[src/design/cpv_pkg.sv]
package cpv_pkg;

   localparam int unsigned CRC_W        = 32;
   localparam int unsigned BYTE_W       = 8;
   localparam int unsigned COUNT_W      = 11;
   localparam int unsigned HEADER_BYTES = 4;

   localparam logic [CRC_W-1:0] CRC_INIT   = 32'hFFFF_FFFF;
   localparam logic [CRC_W-1:0] CRC_XOROUT = 32'hFFFF_FFFF;
   localparam logic [CRC_W-1:0] POLY_RESET = 32'hEDB8_8320;

   // page_kind codes
   localparam logic KIND_FULL    = 1'b0;
   localparam logic KIND_PARTIAL = 1'b1;

   typedef struct packed {
      logic [BYTE_W-1:0] data_byte;
      logic              end_of_section;
   } byte_item_type;

   // Reflected CRC update over one byte, bit by bit (LSB first).
   function automatic logic [CRC_W-1:0] crc_byte_update(
      input logic [CRC_W-1:0]  crc,
      input logic [BYTE_W-1:0] data,
      input logic [CRC_W-1:0]  poly
   );
      logic [CRC_W-1:0] c;
      c = crc ^ {{(CRC_W-BYTE_W){1'b0}}, data};
      for (int i = 0; i < BYTE_W; i++) begin
         if (c[0]) begin
            c = (c >> 1) ^ poly;
         end else begin
            c = c >> 1;
         end
      end
      return c;
   endfunction

endpackage

[src/design/cpv_if.sv]
interface cpv_req_if import cpv_pkg::*; ();
   logic              valid;
   logic              ready;
   logic [BYTE_W-1:0] data_byte;
   logic              end_of_section;

   modport source (output valid, data_byte, end_of_section, input ready);
   modport sink   (input valid, data_byte, end_of_section, output ready);
   modport monitor (input valid, ready, data_byte, end_of_section);
endinterface

interface cpv_rsp_if import cpv_pkg::*; ();
   logic               valid;
   logic               ready;
   logic [CRC_W-1:0]   page_number;
   logic               page_kind;
   logic [CRC_W-1:0]   stored_crc;
   logic [CRC_W-1:0]   computed_crc;
   logic               crc_ok;
   logic [COUNT_W-1:0] page_bytes;

   modport source (output valid, page_number, page_kind, stored_crc, computed_crc,
                   crc_ok, page_bytes, input ready);
   modport sink   (input valid, page_number, page_kind, stored_crc, computed_crc,
                   crc_ok, page_bytes, output ready);
   modport monitor (input valid, ready, page_number, page_kind, stored_crc,
                    computed_crc, crc_ok, page_bytes);
endinterface

interface cpv_csr_if import cpv_pkg::*; ();
   logic             valid;
   logic             ready;
   logic [CRC_W-1:0] crc_polynomial;

   modport source (output valid, crc_polynomial, input ready);
   modport sink   (input valid, crc_polynomial, output ready);
   modport monitor (input valid, ready, crc_polynomial);
endinterface

[src/design/cpv_input_stage.sv]
module cpv_input_stage import cpv_pkg::*; (
   input  logic          clock,
   input  logic          reset,
   cpv_req_if.sink       req_chan,
   input  logic          take,
   output logic          item_valid,
   output byte_item_type item
);

   logic          valid_ff, valid_in;
   byte_item_type item_ff,  item_in;
   logic          load;

   assign req_chan.ready = !valid_ff || take;
   assign load           = req_chan.valid && req_chan.ready;

   always_comb begin
      valid_in = valid_ff;
      item_in  = item_ff;
      if (load) begin
         valid_in               = 1'b1;
         item_in.data_byte      = req_chan.data_byte;
         item_in.end_of_section = req_chan.end_of_section;
      end else if (take) begin
         valid_in = 1'b0;
      end
   end

   always_ff @(posedge clock) begin
      if (reset) begin
         valid_ff <= 1'b0;
      end else begin
         valid_ff <= valid_in;
      end
      item_ff <= item_in;
   end

   assign item_valid = valid_ff;
   assign item       = item_ff;

endmodule

[src/design/cpv_page_engine.sv]
module cpv_page_engine import cpv_pkg::*; #(
   parameter int unsigned PAGE_BYTES = 1024
) (
   input  logic             clock,
   input  logic             reset,
   input  logic             item_valid,
   input  byte_item_type    item,
   input  logic [CRC_W-1:0] poly,
   output logic             take,
   cpv_rsp_if.source        rsp_chan
);

   localparam int unsigned        POS_W      = $clog2(PAGE_BYTES);
   localparam logic [POS_W-1:0]   LAST_POS   = POS_W'(PAGE_BYTES - 1);
   localparam logic [COUNT_W-1:0] FULL_BYTES = COUNT_W'(PAGE_BYTES);

   logic [CRC_W-1:0]   crc_ff,     crc_in;
   logic [POS_W-1:0]   pos_ff,     pos_in;
   logic [CRC_W-1:0]   captured_ff, captured_in;
   logic [CRC_W-1:0]   page_ff,    page_in;

   logic               rsp_valid_ff, rsp_valid_in;
   logic [CRC_W-1:0]   r_page_ff,  r_page_in;
   logic               r_kind_ff,  r_kind_in;
   logic [CRC_W-1:0]   r_stored_ff, r_stored_in;
   logic [CRC_W-1:0]   r_calc_ff,  r_calc_in;
   logic               r_ok_ff,    r_ok_in;
   logic [COUNT_W-1:0] r_bytes_ff, r_bytes_in;

   logic               in_header;
   logic               page_full;
   logic [POS_W:0]     taken;
   logic [CRC_W-1:0]   crc_next;
   logic [CRC_W-1:0]   captured_next;
   logic [CRC_W-1:0]   computed;

   assign take = item_valid && (!rsp_valid_ff || rsp_chan.ready);

   assign in_header = (pos_ff[POS_W-1:2] == '0);
   assign page_full = (pos_ff == LAST_POS);
   assign taken     = {1'b0, pos_ff} + {{POS_W{1'b0}}, 1'b1};
   assign crc_next  = in_header ? crc_ff : crc_byte_update(crc_ff, item.data_byte, poly);
   assign computed  = crc_next ^ CRC_XOROUT;

   always_comb begin
      captured_next = captured_ff;
      if (in_header) begin
         captured_next[8*pos_ff[1:0] +: BYTE_W] = item.data_byte;
      end
   end

   always_comb begin
      crc_in       = crc_ff;
      pos_in       = pos_ff;
      captured_in  = captured_ff;
      page_in      = page_ff;
      rsp_valid_in = rsp_valid_ff && !rsp_chan.ready;
      r_page_in    = r_page_ff;
      r_kind_in    = r_kind_ff;
      r_stored_in  = r_stored_ff;
      r_calc_in    = r_calc_ff;
      r_ok_in      = r_ok_ff;
      r_bytes_in   = r_bytes_ff;
      if (take) begin
         crc_in      = crc_next;
         pos_in      = taken[POS_W-1:0];
         captured_in = captured_next;
         if (page_full) begin
            rsp_valid_in = 1'b1;
            r_page_in    = page_ff;
            r_kind_in    = KIND_FULL;
            r_stored_in  = captured_next;
            r_calc_in    = computed;
            r_ok_in      = (captured_next == computed);
            r_bytes_in   = FULL_BYTES;
            page_in      = page_ff + 32'd1;
         end else if (item.end_of_section) begin
            rsp_valid_in = 1'b1;
            r_page_in    = page_ff;
            r_kind_in    = KIND_PARTIAL;
            r_stored_in  = '0;
            r_calc_in    = '0;
            r_ok_in      = 1'b0;
            r_bytes_in   = COUNT_W'(taken);
         end
         if (page_full || item.end_of_section) begin
            crc_in      = CRC_INIT;
            pos_in      = '0;
            captured_in = '0;
         end
         if (item.end_of_section) begin
            page_in = '0;
         end
      end
   end

   always_ff @(posedge clock) begin
      if (reset) begin
         crc_ff       <= CRC_INIT;
         pos_ff       <= '0;
         captured_ff  <= '0;
         page_ff      <= '0;
         rsp_valid_ff <= 1'b0;
      end else begin
         crc_ff       <= crc_in;
         pos_ff       <= pos_in;
         captured_ff  <= captured_in;
         page_ff      <= page_in;
         rsp_valid_ff <= rsp_valid_in;
      end
      r_page_ff   <= r_page_in;
      r_kind_ff   <= r_kind_in;
      r_stored_ff <= r_stored_in;
      r_calc_ff   <= r_calc_in;
      r_ok_ff     <= r_ok_in;
      r_bytes_ff  <= r_bytes_in;
   end

   assign rsp_chan.valid        = rsp_valid_ff;
   assign rsp_chan.page_number  = r_page_ff;
   assign rsp_chan.page_kind    = r_kind_ff;
   assign rsp_chan.stored_crc   = r_stored_ff;
   assign rsp_chan.computed_crc = r_calc_ff;
   assign rsp_chan.crc_ok       = r_ok_ff;
   assign rsp_chan.page_bytes   = r_bytes_ff;

endmodule

[src/design/crc32_page_validator_top.sv]
// CRC-32 page validator.
// req_chan: one section byte per transfer, with end_of_section on the last byte.
//    Bytes are cut into PAGE_BYTES pages; the first four bytes of a page are the
//    stored CRC (little-endian), the rest are payload for a reflected CRC-32.
// rsp_chan: one transfer per finished page (full page, page_kind 0, with stored
//    and computed CRC and crc_ok) or per trailing partial page (page_kind 1,
//    CRC fields zero, page_bytes gives its length). Other bytes give no transfer.
// csr_chan: writes crc_polynomial; always ready. Write only while the block is
//    idle; a new value applies from the next byte processed.
// Result path: a byte that completes a page passes the input register and then
//    the result register before its result is valid on rsp_chan. Throughput:
//    one byte per cycle while rsp_chan does not stall, set by the single CRC byte
//    update between the input register and the result register.
// Stall: while a result waits on rsp_chan, one more byte is held in the input
//    register and req_chan ready drops only when both registers are full.
// Reset: CRC state back to all ones, page counter and byte position to zero,
//    polynomial to 0xEDB88320, both channels emptied. end_of_section also
//    returns the page state and counter to zero after its report.
module crc32_page_validator_top import cpv_pkg::*; #(
   parameter int unsigned PAGE_BYTES = 1024
) (
   input logic       clock,
   input logic       reset,
   cpv_req_if.sink   req_chan,
   cpv_rsp_if.source rsp_chan,
   cpv_csr_if.sink   csr_chan
);

   logic [CRC_W-1:0] poly_ff, poly_in;
   logic             item_valid;
   byte_item_type    item;
   logic             take;

   // Polynomial register: accept a write on every cycle.
   assign csr_chan.ready = 1'b1;

   always_comb begin
      poly_in = poly_ff;
      if (csr_chan.valid) begin
         poly_in = csr_chan.crc_polynomial;
      end
   end

   always_ff @(posedge clock) begin
      if (reset) begin
         poly_ff <= POLY_RESET;
      end else begin
         poly_ff <= poly_in;
      end
   end

   // Hold the incoming byte until the page engine can take it.
   cpv_input_stage u_input (
      .clock      (clock),
      .reset      (reset),
      .req_chan   (req_chan),
      .take       (take),
      .item_valid (item_valid),
      .item       (item)
   );

   // Advance the CRC and page state; register the page report.
   cpv_page_engine #(
      .PAGE_BYTES (PAGE_BYTES)
   ) u_engine (
      .clock      (clock),
      .reset      (reset),
      .item_valid (item_valid),
      .item       (item),
      .poly       (poly_ff),
      .take       (take),
      .rsp_chan   (rsp_chan)
   );

endmodule

[src/flat_wrapper.sv]
// flat-port wrapper written by rule: the top's interface ports become plain ports
module crc32_page_validator_top_flat import cpv_pkg::*;
#(
   parameter int unsigned PAGE_BYTES = 1024
)
  (clock, reset, req_chan_valid, req_chan_data_byte, req_chan_end_of_section, req_chan_ready, rsp_chan_valid, rsp_chan_page_number, rsp_chan_page_kind, rsp_chan_stored_crc, rsp_chan_computed_crc, rsp_chan_crc_ok, rsp_chan_page_bytes, rsp_chan_ready, csr_chan_valid, csr_chan_crc_polynomial, csr_chan_ready);
  cpv_req_if req_chan_i ();
  cpv_rsp_if rsp_chan_i ();
  cpv_csr_if csr_chan_i ();
  input logic clock;
  input logic reset;
  input wire logic [$bits(req_chan_i.valid)-1:0] req_chan_valid;
  input wire logic [$bits(req_chan_i.data_byte)-1:0] req_chan_data_byte;
  input wire logic [$bits(req_chan_i.end_of_section)-1:0] req_chan_end_of_section;
  output wire logic [$bits(req_chan_i.ready)-1:0] req_chan_ready;
  output wire logic [$bits(rsp_chan_i.valid)-1:0] rsp_chan_valid;
  output wire logic [$bits(rsp_chan_i.page_number)-1:0] rsp_chan_page_number;
  output wire logic [$bits(rsp_chan_i.page_kind)-1:0] rsp_chan_page_kind;
  output wire logic [$bits(rsp_chan_i.stored_crc)-1:0] rsp_chan_stored_crc;
  output wire logic [$bits(rsp_chan_i.computed_crc)-1:0] rsp_chan_computed_crc;
  output wire logic [$bits(rsp_chan_i.crc_ok)-1:0] rsp_chan_crc_ok;
  output wire logic [$bits(rsp_chan_i.page_bytes)-1:0] rsp_chan_page_bytes;
  input wire logic [$bits(rsp_chan_i.ready)-1:0] rsp_chan_ready;
  input wire logic [$bits(csr_chan_i.valid)-1:0] csr_chan_valid;
  input wire logic [$bits(csr_chan_i.crc_polynomial)-1:0] csr_chan_crc_polynomial;
  output wire logic [$bits(csr_chan_i.ready)-1:0] csr_chan_ready;
  assign req_chan_i.valid = req_chan_valid;
  assign req_chan_i.data_byte = req_chan_data_byte;
  assign req_chan_i.end_of_section = req_chan_end_of_section;
  assign req_chan_ready = req_chan_i.ready;
  assign rsp_chan_valid = rsp_chan_i.valid;
  assign rsp_chan_page_number = rsp_chan_i.page_number;
  assign rsp_chan_page_kind = rsp_chan_i.page_kind;
  assign rsp_chan_stored_crc = rsp_chan_i.stored_crc;
  assign rsp_chan_computed_crc = rsp_chan_i.computed_crc;
  assign rsp_chan_crc_ok = rsp_chan_i.crc_ok;
  assign rsp_chan_page_bytes = rsp_chan_i.page_bytes;
  assign rsp_chan_i.ready = rsp_chan_ready;
  assign csr_chan_i.valid = csr_chan_valid;
  assign csr_chan_i.crc_polynomial = csr_chan_crc_polynomial;
  assign csr_chan_ready = csr_chan_i.ready;
  crc32_page_validator_top #(.PAGE_BYTES(PAGE_BYTES)) u_core (.clock(clock), .reset(reset), .req_chan(req_chan_i), .rsp_chan(rsp_chan_i), .csr_chan(csr_chan_i));
endmodule
[config.mk]
export PLATFORM = sky130hd
export DESIGN_NAME = crc32_page_validator_top_flat
export DESIGN_NICKNAME = d
export VERILOG_FILES = /design/src/design/cpv_pkg.sv /design/src/design/cpv_if.sv /design/src/design/cpv_input_stage.sv /design/src/design/cpv_page_engine.sv /design/src/design/crc32_page_validator_top.sv /design/src/flat_wrapper.sv
export SDC_FILE = /design/constraint.sdc
export NUM_CORES = 1
export LEC_CHECK = 0
export ABC_AREA = 1
export BUFFER_PORTS_ARGS = -buffer_cell sky130_fd_sc_hd__buf_2
export CAP_MARGIN = 20
export CORE_ASPECT_RATIO = 1.5
export CORE_MARGIN = 4
export CORE_UTILIZATION = 50
export DETAILED_ROUTE_END_ITERATION = 10
export PLACE_DENSITY = 0.75
export SKIP_CTS_REPAIR_TIMING = 1
export SKIP_LAST_GASP = 1
export SLEW_MARGIN = 0
export SYNTH_ARGS = -nofsm -noshare
export SYNTH_HDL_FRONTEND = slang
export SYNTH_SLANG_ARGS = --single-unit
export TNS_END_PERCENT = 1
[constraint.sdc]
create_clock -name clock -period 17.7 [get_ports clock]
set_input_delay 1.77 -clock clock [delete_from_list [all_inputs] [get_ports clock]]
set_output_delay 1.77 -clock clock [all_outputs]
set_load 0.02 [all_outputs]
==> results of run 1 <==
==> metal layers <==
layer / vias up / wire length (um)
met5: - / 0
met4: 0 / 2690
met3: 147 / 3940
met2: 733 / 25200
met1: 7405 / 19600
li1: 7916 / -
==> sequential cells by signal, summed over array words and instances (netlist names) <==
name and cells:
u_core.u_engine.rsp_chan.stored_crc 32, u_core.u_engine.crc_ff 32, u_core.u_engine.pos_ff 10, u_core.u_engine.rsp_chan.page_number 32, u_core.poly_ff 32, u_core.u_engine.rsp_chan.page_kind 1
u_core.u_engine.rsp_chan.crc_ok 1, u_core.u_input.item 9, u_core.u_engine.rsp_chan.valid 1, u_core.u_engine.page_ff 32, u_core.u_input.item_valid 1, u_core.u_engine.captured_ff 32
u_core.u_engine.rsp_chan.page_bytes 11, u_core.u_engine.rsp_chan.computed_crc 32
==> cell families (layout without fill, tap and decap cells) <==
| family | Yosys count | after routing | share of synthesized area [%] |
|---|---|---|---|
| compound gates | 252 | 252 | 8.53 |
| xor+xnor | 88 | 88 | 4.78 |
| fa+ha+maj | 7 | 7 | 0.543 |
| simple gates | 1406 | 1406 | 36.8 |
| buf+inv | 403 | 494 | 9.94 |
| flops | 258 | 258 | 39.4 |
| other cells | 1 | 1 | 0.0233 |
==> placed cells by master, fill, tap and decap left out, types with 10 or more instances in the layout <==
cell type  instances
o21ai_0           98
dfxtp_1          140
a31oi_1           14
nor2_1           177
xnor2_1           45
inv_1            265
buf_4             16
nand2_2           10
nand4_1           54
clkbuf_16         29
edfxtp_1         118
a21oi_1          100
buf_2            156
nand2_1          831
xor2_1            43
nor3_1            19
nand3_1          278
o211ai_1          22
==> metrics by stage <==
stage | total power, mW | hold slack [ns]
final | 1.81 | 0.440
after global placement | 1.23 | 0.422
after CTS | 1.80 | 0.439
after detailed placement | 1.24 | 0.414
after floorplan | 1.13 | 0.408
after global routing | 1.91 | 0.461
==> critical path, delay by kind of cell (launching register included) <==
kind                   cells  cell delay (ns)
buffers and inverters      3             1.09
flip-flops                 1             0.43
AND/OR/NAND/NOR           28             5.24
==> where the power goes <==
group / switching [mW] / internal [mW] / total, mW / leakage [nW]
registers: 0.0306 / 0.635 / 0.666 / 2.41
clock network: 0.247 / 0.320 / 0.568 / 0.437
logic: 0.393 / 0.182 / 0.575 / 5.60
==> how the worst min path moves through the flow <==
stage                                                               endpoint  depth (start not counted)
after CTS                 u_core.u_engine.rsp_chan.page_number[21]$_DFFE_PP_                          0
after global placement    u_core.u_engine.rsp_chan.page_number[26]$_DFFE_PP_                          0
final                     u_core.u_engine.rsp_chan.page_number[21]$_DFFE_PP_                          0
after global routing      u_core.u_engine.rsp_chan.page_number[25]$_DFFE_PP_                          0
after floorplan           u_core.u_engine.rsp_chan.page_number[15]$_DFFE_PP_                          0
after detailed placement  u_core.u_engine.rsp_chan.page_number[21]$_DFFE_PP_                          0
==> final cells by class <==
type | count | area [sq um] | share of cell area, %
Clock buffer | 32 | 757 | 4.23
Clock inverter | 16 | 116 | 0.651
Inverter | 273 | 1020 | 5.73
Multi-Input combinational cell | 1754 | 8200 | 45.8
Sequential cell | 258 | 6350 | 35.5
Tap cell | 410 | 513 | 2.87
Timing Repair Buffer | 173 | 928 | 5.19
==> impl_results.md, run 1 <==
- Status: finished, final reports clean
- Final Hold Viols: 0
- Sink Count: 258
- Die H: 228 um
- Fraction of layout cells with a size suffix above 1: 9.94%
- Post-synthesis cell count: 2415
- Met1 Use GR: 34.7%
- Count of input and output buffers: 156
- Max clock buf depth: 3
- Worst r2r src: u_core.u_input.item[1]$_DFFE_PP_
- Worst min path class: reg2reg
- Dpl cell area: 17000 sq um
- Final Cycle Share: 39.5%
- Core box area: 31800 sq um
- Insertion delay to the later sink of the worst-skew pair: 0.56 ns
- Post-Syn Area: 16100 sq um
- Post-Syn Nets: 2468
- Setup TNS: 0 ns
- GR Overflow Total: 0
- Synth cell count leaders: nand2_1, nand3_1, inv_1
- Clock root buffer: clkbuf_16
- Number of max-cap violations: 0
- WL final: 51400 um
- Final cell count without fillers: 2916
- Hold Startpoint: u_core.u_engine.page_ff[21]$_SDFFE_PP0P_
- Rows: 80
- Max stage delay on crit path: 0.53 ns
- RSZ-0062 raised after global routing: false
- Placer Congestion: 0.960
- Filler cell count: 3034
- Max-slew violation count: 0
- Drt initial violations: 1592
- Worst r2r dst: u_core.u_engine.rsp_chan.crc_ok$_SDFFCE_PN0P_
- Clock Skew: 0.0134 ns
- Met3 Use GR: 3.58%
- Clock slew at reported path FFs: 0.07 ns
- CP endpoint: u_core.u_engine.rsp_chan.crc_ok$_SDFFCE_PN0P_
- Worst Setup SP: u_core.u_input.item[1]$_DFFE_PP_
- Worst Path Required: 18.12 ns
- Largest net degree at the start of global routing: 68
- I/O pin total: 158
- Die footprint: 35200 sq um
- VDD IR max: 0.0728 mV
- Area Overhead vs Synth: 10.9%
- Pre-CTS setup slack: 10.83 ns
- Synthesis-stage register bit count: 258
- CP endpoint kind: register
- Number of synthesized flops with an enable pin: 118
- Cts bufs inserted: 26
- Post-route ant nets: 0
- Starting density of the core: 50.7%
- P per Cell Area: 101 nW/um^2
- DRC Markers: 0
- Worst-Margin Slew: 1.07 ns
- Synth top area cells: edfxtp_1, nand2_1, dfxtp_1, nand3_1, inv_1
- NumNets Final: 2539
- Vias: 16.2k
- Antenna Cells: 0
- Fmax: 143 MHz
- Flop2flop setup slack: 10.72 ns
- Critical Path Source Type: register
- Critical path fanouts, max: 65
- Vias in the first global route: 15.0k
- Top-count cell post-synth: nand2_1
- Reg2Reg Depth: 31
- WS Path Type: reg2reg
- FFs w/ async S/R, synth: 0%
- GRT Max-Usage Layer: met2
- Cell with the largest stage delay on the worst path: nand2_2
- Detailed-router iteration count before antenna repair: 6
- Fin util: 56.2%
- Placed Cells: 2867
- First-pass GRT wire length: 80500 um
- Post-detail-place hpwl: 37400 um
- Crit path DAT: 7.40 ns
- Setup violators final: 0
- Via-to-Cell Ratio: 5.56
- Prevailing post-synth register cell: dfxtp_1
- Rel. slew slack: 28.3%
- Initial antenna violation count: 0
- Most frequent cell on the critical path: nand2_1
- Final instance area: 17900 sq um
- Syn_area_per_cell: 6.68 sq um
- Die span in x: 155 um
- Synth warn: 0
- Yosys cell types: 40
- Sequential fraction of the synthesis area: 39.4%
- CTS H-Tree Depth: 1
- Synth top area share: 22.0%
- Leak Pwr: 8.45 nW
- GR Util met2: 48.9%
- Fin crit period: 6.98 ns
- WL/cell: 17.6 um
- Final setup margin: 10.72 ns
- Total GRT Usage: 28.3%
- Leading area contributor after synthesis: edfxtp_1
- CTS tree: done
(Power assumes the default switching activity.)
==> inputs of run 2 (changes only) <==
clock period = 7.3 ns   (was 17.7 ns; I/O delays follow)
==> run 2 against run 1 <==
Net effect: sequential share of layout area hardly changed; clock-buffer cell count is 1 lower; first-iteration DRC count is 1.0% lower; register-to-register slack worse by 8.9 ns; via count is 1.2% higher; cell count is 0.14% higher; die area stayed put; hold slack worse by 0.081 ns; wire length is 4.6% higher; combinational power is 150% higher; non-clock buffer count is 4 higher; global-route usage is 1.1 points higher; largest cell class unchanged; largest power group unchanged.
==> impl_results.md, run 2 (synthesized netlist as in run 1, its figures left out) <==
- Status: finished, final reports clean (unchanged)
- Critical Path Source Type: register (unchanged)
- Flop2flop setup slack: 1.77 ns (was 10.72 ns)
- RSZ-0062 raised after global routing: false (unchanged)
- Worst min path class: in2reg (was reg2reg)
- Pre-CTS setup slack: 1.90 ns (was 10.83 ns)
- CTS tree: done (unchanged)
- Initial antenna violation count: 0 (unchanged)
- Count of input and output buffers: 156 (unchanged)
- Final instance area: 17900 sq um (about the same)
- Cts bufs inserted: 26 (unchanged)
- Filler cell count: 3092 (was 3034)
- WHS Path Cells: 1 (was 0)
- Reg2Reg Depth: 35 (was 31)
- Most frequent cells in the layout: nand2_1, nand3_1, inv_1 (unchanged)
- Vias in the first global route: 15.0k (about the same)
- Sink Count: 258 (unchanged)
- Max-slew violation count: 0 (unchanged)
- CP endpoint kind: register (unchanged)
- Fraction of layout cells with a size suffix above 1: 10.1% (was 9.94%)
- Hold Path Sink: u_core.u_input.item[8]$_DFFE_PP_ (was u_core.u_engine.rsp_chan.page_number[21]$_DFFE_PP_)
- Largest net degree at the start of global routing: 68 (unchanged)
- P per Cell Area: 245 nW/um^2 (was 101 nW/um^2)
- Die H: 228 um (unchanged)
- Worst r2r dst: u_core.u_engine.rsp_chan.crc_ok$_SDFFCE_PN0P_ (unchanged)
- Clock Skew: 0.0120 ns (was 0.0134 ns)
- Total GRT Usage: 29.4% (was 28.3%)
- Final Cycle Share: 75.7% (was 39.5%)
- WL/cell: 18.4 um (was 17.6 um)
- Cell with the largest stage delay on the worst path: buf_4 (was nand2_2)
- Worst Path Required: 7.72 ns (was 18.12 ns)
- Vias: 16.4k (was 16.2k)
- Setup violators final: 0 (unchanged)
- Via-to-Cell Ratio: 5.62 (was 5.56)
- Clock slew at reported path FFs: 0.07 ns (about the same)
- First-pass GRT wire length: 82900 um (was 80500 um)
- CTS H-Tree Depth: 1 (unchanged)
- Drt initial violations: 1576 (was 1592)
- Leak Pwr: 8.43 nW (was 8.45 nW)
- Die span in x: 155 um (unchanged)
- Post-detail-place hpwl: 39100 um (was 37400 um)
- Fmax: 181 MHz (was 143 MHz)
- Worst hold margin: 0.360 ns (was 0.440 ns)
- Area Overhead vs Synth: 11.0% (was 10.9%)
- GR Overflow Total: 0 (unchanged)
- Fin crit period: 5.53 ns (was 6.98 ns)
- DRC Markers: 0 (unchanged)
- Worst-Margin Slew: 0.993 ns (was 1.07 ns)
- Number of max-cap violations: 0 (unchanged)
- Final setup margin: 1.77 ns (was 10.72 ns)
- WS Path Type: reg2reg (unchanged)
- Most common cell after layout, fill and taps aside: nand2_1 (unchanged)
- Max stage delay on crit path: 0.52 ns (was 0.53 ns)
- Post-route ant nets: 0 (unchanged)
- Placer Congestion: 0.971 (was 0.960)
- Dpl cell area: 17000 sq um (about the same)
- VDD IR max: 0.211 mV (was 0.0728 mV)
- Starting density of the core: 50.7% (unchanged)
- Critical path fanouts, max: 65 (unchanged)
- Antenna Cells: 0 (unchanged)
- Rel. slew slack: 33.3% (was 28.3%)
- Insertion delay to the later sink of the worst-skew pair: 0.55 ns (was 0.56 ns)
- Clock root buffer: clkbuf_16 (unchanged)
- Die footprint: 35200 sq um (unchanged)
- Max clock buf depth: 3 (unchanged)
- Detailed-router iteration count before antenna repair: 6 (unchanged)
- Final Hold Viols: 0 (unchanged)
- NumNets Final: 2543 (was 2539)
- Hold Startpoint: req_chan_data_byte[7] (was u_core.u_engine.page_ff[21]$_SDFFE_PP0P_)
- Most frequent cell on the critical path: nand2_1 (unchanged)
- Rows: 80 (unchanged)
- Worst r2r src: u_core.u_input.item[1]$_DFFE_PP_ (unchanged)
- Core box area: 31800 sq um (unchanged)
- Setup TNS: 0 ns (unchanged)
- WL final: 53700 um (was 51400 um)
- Crit path DAT: 5.94 ns (was 7.40 ns)
- I/O pin total: 158 (unchanged)
==> run 2: cell count changes in the layout (fill, tap and decap cells not counted), moves of 2 or more <==
| cell | change |
|---|---|
| buf_4 | +3 |
| clkinv_1 | -3 |
| inv_4 | -2 |
| inv_6 | +2 |
| clkinvlp_4 | +6 |
| clkbuf_1 | +2 |
| clkbuf_16 | -2 |
==> run 2: critical path, delay by kind of cell, from the launching register on <==
family	cells	cell delay, ns
buffers and inverters	7	1.54
DFF	1	0.43
and+or+nand+nor	28	3.31
==> run 2: per-stage QoR <==
| stage | std cells | power [mW] | util [%] |
|---|---|---|---|
| CTS | 2919 | 4.38 | 56.1 |
| global route | 2920 | 4.63 | 56.2 |
| global placement | 2871 | 3.02 | 53.5 |
| finish | 2920 | 4.39 | 56.2 |
| detailed placement | 2871 | 3.04 | 53.5 |
| floorplan | 2415 | 2.73 | - |
==> run 2: where the power goes <==
group	total [mW]	switching, mW	internal (mW)
logic	1.43	0.974	0.452
clock network	1.35	0.617	0.731
registers	1.62	0.0763	1.54
==> run 2: how the worst max path moves through the flow <==
| stage | start | to | cells after the start |
|---|---|---|---|
| 2_1_floorplan | u_core.u_engine.pos_ff[1]$_SDFFE_PP0P_ | u_core.u_engine.page_ff[12]$_SDFFE_PP0P_ | 14 |
| 3_3_place_gp | u_core.u_input.item[1]$_DFFE_PP_ | u_core.u_engine.rsp_chan.crc_ok$_SDFFCE_PN0P_ | 35 |
| 3_5_place_dp | u_core.u_input.item[1]$_DFFE_PP_ | u_core.u_engine.rsp_chan.crc_ok$_SDFFCE_PN0P_ | 35 |
| 4_1_cts | u_core.u_input.item[1]$_DFFE_PP_ | u_core.u_engine.rsp_chan.crc_ok$_SDFFCE_PN0P_ | 35 |
| 5_1_grt | u_core.u_input.item[1]$_DFFE_PP_ | u_core.u_engine.rsp_chan.crc_ok$_SDFFCE_PN0P_ | 35 |
| 6_report | u_core.u_input.item[1]$_DFFE_PP_ | u_core.u_engine.rsp_chan.crc_ok$_SDFFCE_PN0P_ | 35 |
==> run 2: layer usage <==
| metal | global-route usage, % | up-vias | wire length [um] |
|---|---|---|---|
| met5 | 0 | - | 0 |
| met2 | 50.8 | 763 | 26400 |
| met3 | 3.83 | 174 | 3950 |
| li1 | - | 7929 | - |
| met1 | 35.6 | 7530 | 20400 |
| met4 | 14.7 | 0 | 3040 |
==> run 2: cell type report <==
cell class	count	area (sq um)	area share, %
Timing Repair Buffer	177	971	5.43
Clock inverter	17	141	0.790
Inverter	273	1020	5.73
Multi-Input combinational cell	1754	8200	45.8
Sequential cell	258	6350	35.5
Clock buffer	31	701	3.92
Tap cell	410	513	2.87
==> inputs of run 3 (changes only) <==
ABC_AREA = 0   (was 1)
clock period = 5.4 ns   (was 7.3 ns; I/O delays follow)
==> run 3 against run 2 <==
Net effect: power increased by 57%; largest cell class unchanged; highest routed layer unchanged; sequential share of layout area increased by 0.79 points; synthesized cell count decreased by 31%; global-route usage decreased by 3.0 points; wire length decreased by 18%.
==> impl_results.md, run 3 <==
- Status: finished, final reports clean (unchanged)
- Buf/Inv on CP: 3 (was 7)
- Final Cycle Share: 97.0% (was 75.7%)
- Synthesis-stage register bit count: 258 (unchanged)
- CTS tree: done (unchanged)
- Die H: 220 um (was 228 um)
- Flop2flop setup slack: 0.16 ns (was 1.77 ns)
- Cell with the largest stage delay on the worst path: or4_1 (was buf_4)
- GR Overflow Total: 0 (unchanged)
- WS Path Type: reg2reg (unchanged)
- Placer Congestion: 0.975 (was 0.971)
- Final setup margin: 0.165 ns (was 1.77 ns)
- Rows: 77 (was 80)
- Total GRT Usage: 26.4% (was 29.4%)
- Final instance area: 17500 sq um (was 17900 sq um)
- Wire length on met3: 2500 um (was 3950 um)
- DRC Markers: 0 (unchanged)
- Sink Count: 258 (unchanged)
- Die footprint: 33000 sq um (was 35200 sq um)
- Leak Pwr: 7.37 nW (was 8.43 nW)
- Largest net degree at the start of global routing: 76 (was 68)
- Worst Setup SP: u_core.u_input.item[1]$_DFFE_PP_ (unchanged)
- Worst min path class: in2reg (unchanged)
- Metal-1 WL: 16600 um (was 20400 um)
- Final cell count without fillers: 2225 (was 2920)
- Prevailing post-synth register cell: dfxtp_1 (unchanged)
- P per Cell Area: 394 nW/um^2 (was 245 nW/um^2)
- Number of synthesized flops with an enable pin: 118 (unchanged)
- First-pass GRT wire length: 68300 um (was 82900 um)
- Synth warn: 0 (unchanged)
- Synth top area cells: edfxtp_1, dfxtp_1, xnor2_1, nand2_1, nor2_1 (was edfxtp_1, nand2_1, dfxtp_1, nand3_1, inv_1)
- Syn_area_per_cell: 9.01 sq um (was 6.68 sq um)
- Area Overhead vs Synth: 16.4% (was 11.0%)
- Setup TNS: 0 ns (unchanged)
- Max clock buf depth: 3 (unchanged)
- CP endpoint kind: register (unchanged)
- Placed Cells: 2171 (was 2871)
- CP delay by family, top: compound AO/OA/AOI/OAI gates (was simple AND/OR/NAND/NOR gates)
- Synth cell count leaders: nand2_1, xnor2_1, dfxtp_1 (was nand2_1, nand3_1, inv_1)
- Worst-Margin Slew: 0.979 ns (was 0.993 ns)
- Setup violators final: 0 (unchanged)
- Crit path DAT: 5.58 ns (was 5.94 ns)
- Post-detail-place hpwl: 32900 um (was 39100 um)
- Cts bufs inserted: 25 (was 26)
- Post-Syn Area: 15000 sq um (was 16100 sq um)
- Most common cell after layout, fill and taps aside: nand2_1 (unchanged)
- Top-count cell post-synth: nand2_1 (unchanged)
- Fmax: 191 MHz (was 181 MHz)
- VDD IR max: 0.285 mV (was 0.211 mV)
- Uppermost layer routed: met4 (unchanged)
- Clock Skew: 0.0202 ns (was 0.0120 ns)
- Critical path fanouts, max: 27 (was 65)
- Hold Path Sink: u_core.u_input.item[7]$_DFFE_PP_ (was u_core.u_input.item[8]$_DFFE_PP_)
- Fraction of layout cells with a size suffix above 1: 17.8% (was 10.1%)
- WL/cell: 19.9 um (was 18.4 um)
- Synth top area share: 23.6% (was 22.0%)
- Critical Path Source Type: register (unchanged)
- Post-Syn Nets: 1722 (was 2468)
- Vias: 12.8k (was 16.4k)
- Die span in x: 150 um (was 155 um)
- Worst Path Required: 5.75 ns (was 7.72 ns)
- Count of input and output buffers: 156 (unchanged)
- Drt initial violations: 1183 (was 1576)
- Most frequent cells in the layout: nand2_1, xnor2_1, buf_2 (was nand2_1, nand3_1, inv_1)
- WHS Path Cells: 1 (unchanged)
- Initial antenna violation count: 0 (unchanged)
- Post-route ant nets: 0 (unchanged)
- Insertion delay to the later sink of the worst-skew pair: 0.54 ns (was 0.55 ns)
- Antenna Cells: 0 (unchanged)
- Worst path cell trace: buf_4, xor2_4, buf_4, nand2_1, xor2_1, or3_1, o2111a_1, a31oi_1, a31oi_4, a21oi_4, mux2_4, a21o_1, buf_12, a311o_1, a31oi_4, xor2_1, nand4_1, or4_1, a2111oi_2
- Detailed-router iteration count before antenna repair: 6 (unchanged)
- Final Hold Viols: 0 (unchanged)
- Sequential fraction of the synthesis area: 42.2% (was 39.4%)
- Clock root buffer: clkbuf_16 (unchanged)
- Max-slew violation count: 0 (unchanged)
- Metal2 WL: 22800 um (was 26400 um)
- WL final: 44300 um (was 53700 um)
- Post-synthesis cell count: 1669 (was 2415)
- Filler cell count: 2579 (was 3092)
- Yosys cell types: 77 (was 40)
- NumNets Final: 1865 (was 2543)
- Starting density of the core: 50.9% (was 50.7%)
- Pre-CTS setup slack: 0.0633 ns (was 1.90 ns)
- Via-to-Cell Ratio: 5.77 (was 5.62)
- Dpl cell area: 16500 sq um (was 17000 sq um)
- Worst r2r src: u_core.u_input.item[1]$_DFFE_PP_ (unchanged)
- Clock slew at reported path FFs: 0.07 ns (about the same)
- Pwr Total: 6.90 mW (was 4.39 mW)
- Fin crit period: 5.24 ns (was 5.53 ns)
- CTS H-Tree Depth: 1 (unchanged)
- Core box area: 29600 sq um (was 31800 sq um)
- FFs w/ async S/R, synth: 0% (unchanged)
- I/O pin total: 158 (unchanged)
- Leading area contributor after synthesis: edfxtp_1 (unchanged)
- Hold Startpoint: req_chan_data_byte[6] (was req_chan_data_byte[7])
- Rel. slew slack: 34.6% (was 33.3%)
- Reg2Reg Depth: 19 (was 35)
- Number of max-cap violations: 0 (unchanged)
- Max stage delay on crit path: 0.54 ns (was 0.52 ns)
- Vias in the first global route: 12.2k (was 15.0k)
- Worst r2r dst: u_core.u_engine.rsp_chan.crc_ok$_SDFFCE_PN0P_ (unchanged)
run 3: worst reg2reg max path, cell delays in order (launching register included):
cell	delay [ns]
edfxtp_1	0.44
buf_4	0.19
xor2_4	0.25
buf_4	0.16
nand2_1	0.10
xor2_1	0.19
or3_1	0.45
o2111a_1	0.22
a31oi_1	0.28
a31oi_4	0.16
a21oi_4	0.22
mux2_4	0.35
a21o_1	0.20
buf_12	0.16
a311o_1	0.39
a31oi_4	0.18
xor2_1	0.17
nand4_1	0.10
or4_1	0.54
a2111oi_2	0.30
run 3: kinds of logic after synthesis:
logic type / count (synthesis) / share of synthesized area (%)
compound gates: 266 / 12.3
xor+xnor: 287 / 18.2
fa+ha+maj: 7 / 0.582
buf+inv: 145 / 3.85
flops: 258 / 42.2
mux: 43 / 2.99
other cells: 1 / 0.0249
simple gates: 662 / 19.9
run 3: cell type report:
| cell class | instances | area, sq um | area share [%] |
|---|---|---|---|
| flip-flops and latches | 258 | 6350 | 36.3 |
| clock inverters | 14 | 191 | 1.09 |
| clock buffers | 31 | 648 | 3.70 |
| repair buffers | 244 | 1480 | 8.45 |
| well taps | 395 | 494 | 2.82 |
| inverters | 16 | 62.6 | 0.357 |
| multi-input cells | 1267 | 8280 | 47.3 |
run 3: routing by layer:
layer | global-route usage (%) | up-vias
li1 | - | 6044
met1 | 31.1 | 6165
met2 | 47.1 | 519
met3 | 3.11 | 120
met4 | 13.4 | 0
met5 | 0 | -
run 3: through the flow:
stage / utilization (%) / hold WS [ns]
finish: 59.2 / 0.185
global route: 59.2 / 0.173
CTS: 58.5 / 0.168
detailed placement: 55.6 / 0.446
global placement: 55.6 / 0.437
floorplan: - / 0.425
run 3: worst max-delay path by stage:
| stage | end | slack (ns) | cells past startpoint |
|---|---|---|---|
| 6_report | u_core.u_engine.rsp_chan.crc_ok$_SDFFCE_PN0P_ | 0.16 | 19 |
| 5_1_grt | u_core.u_engine.rsp_chan.crc_ok$_SDFFCE_PN0P_ | -0.04 | 19 |
| 4_1_cts | u_core.u_engine.rsp_chan.crc_ok$_SDFFCE_PN0P_ | 0.04 | 20 |
| 3_5_place_dp | u_core.u_engine.rsp_chan.crc_ok$_SDFFCE_PN0P_ | 0.06 | 20 |
| 3_3_place_gp | u_core.u_engine.rsp_chan.crc_ok$_SDFFCE_PN0P_ | 0.13 | 19 |
| 2_1_floorplan | u_core.u_engine.rsp_chan.crc_ok$_SDFFCE_PN0P_ | 0.45 | 21 |
run 3: power breakdown:
part	total (mW)	leakage, nW	switching (mW)	internal [mW]
logic	2.92	4.53	1.59	1.33
registers	2.15	2.43	0.0762	2.08
clock network	1.83	0.408	0.772	1.05
total	6.90	7.37	2.44	4.46
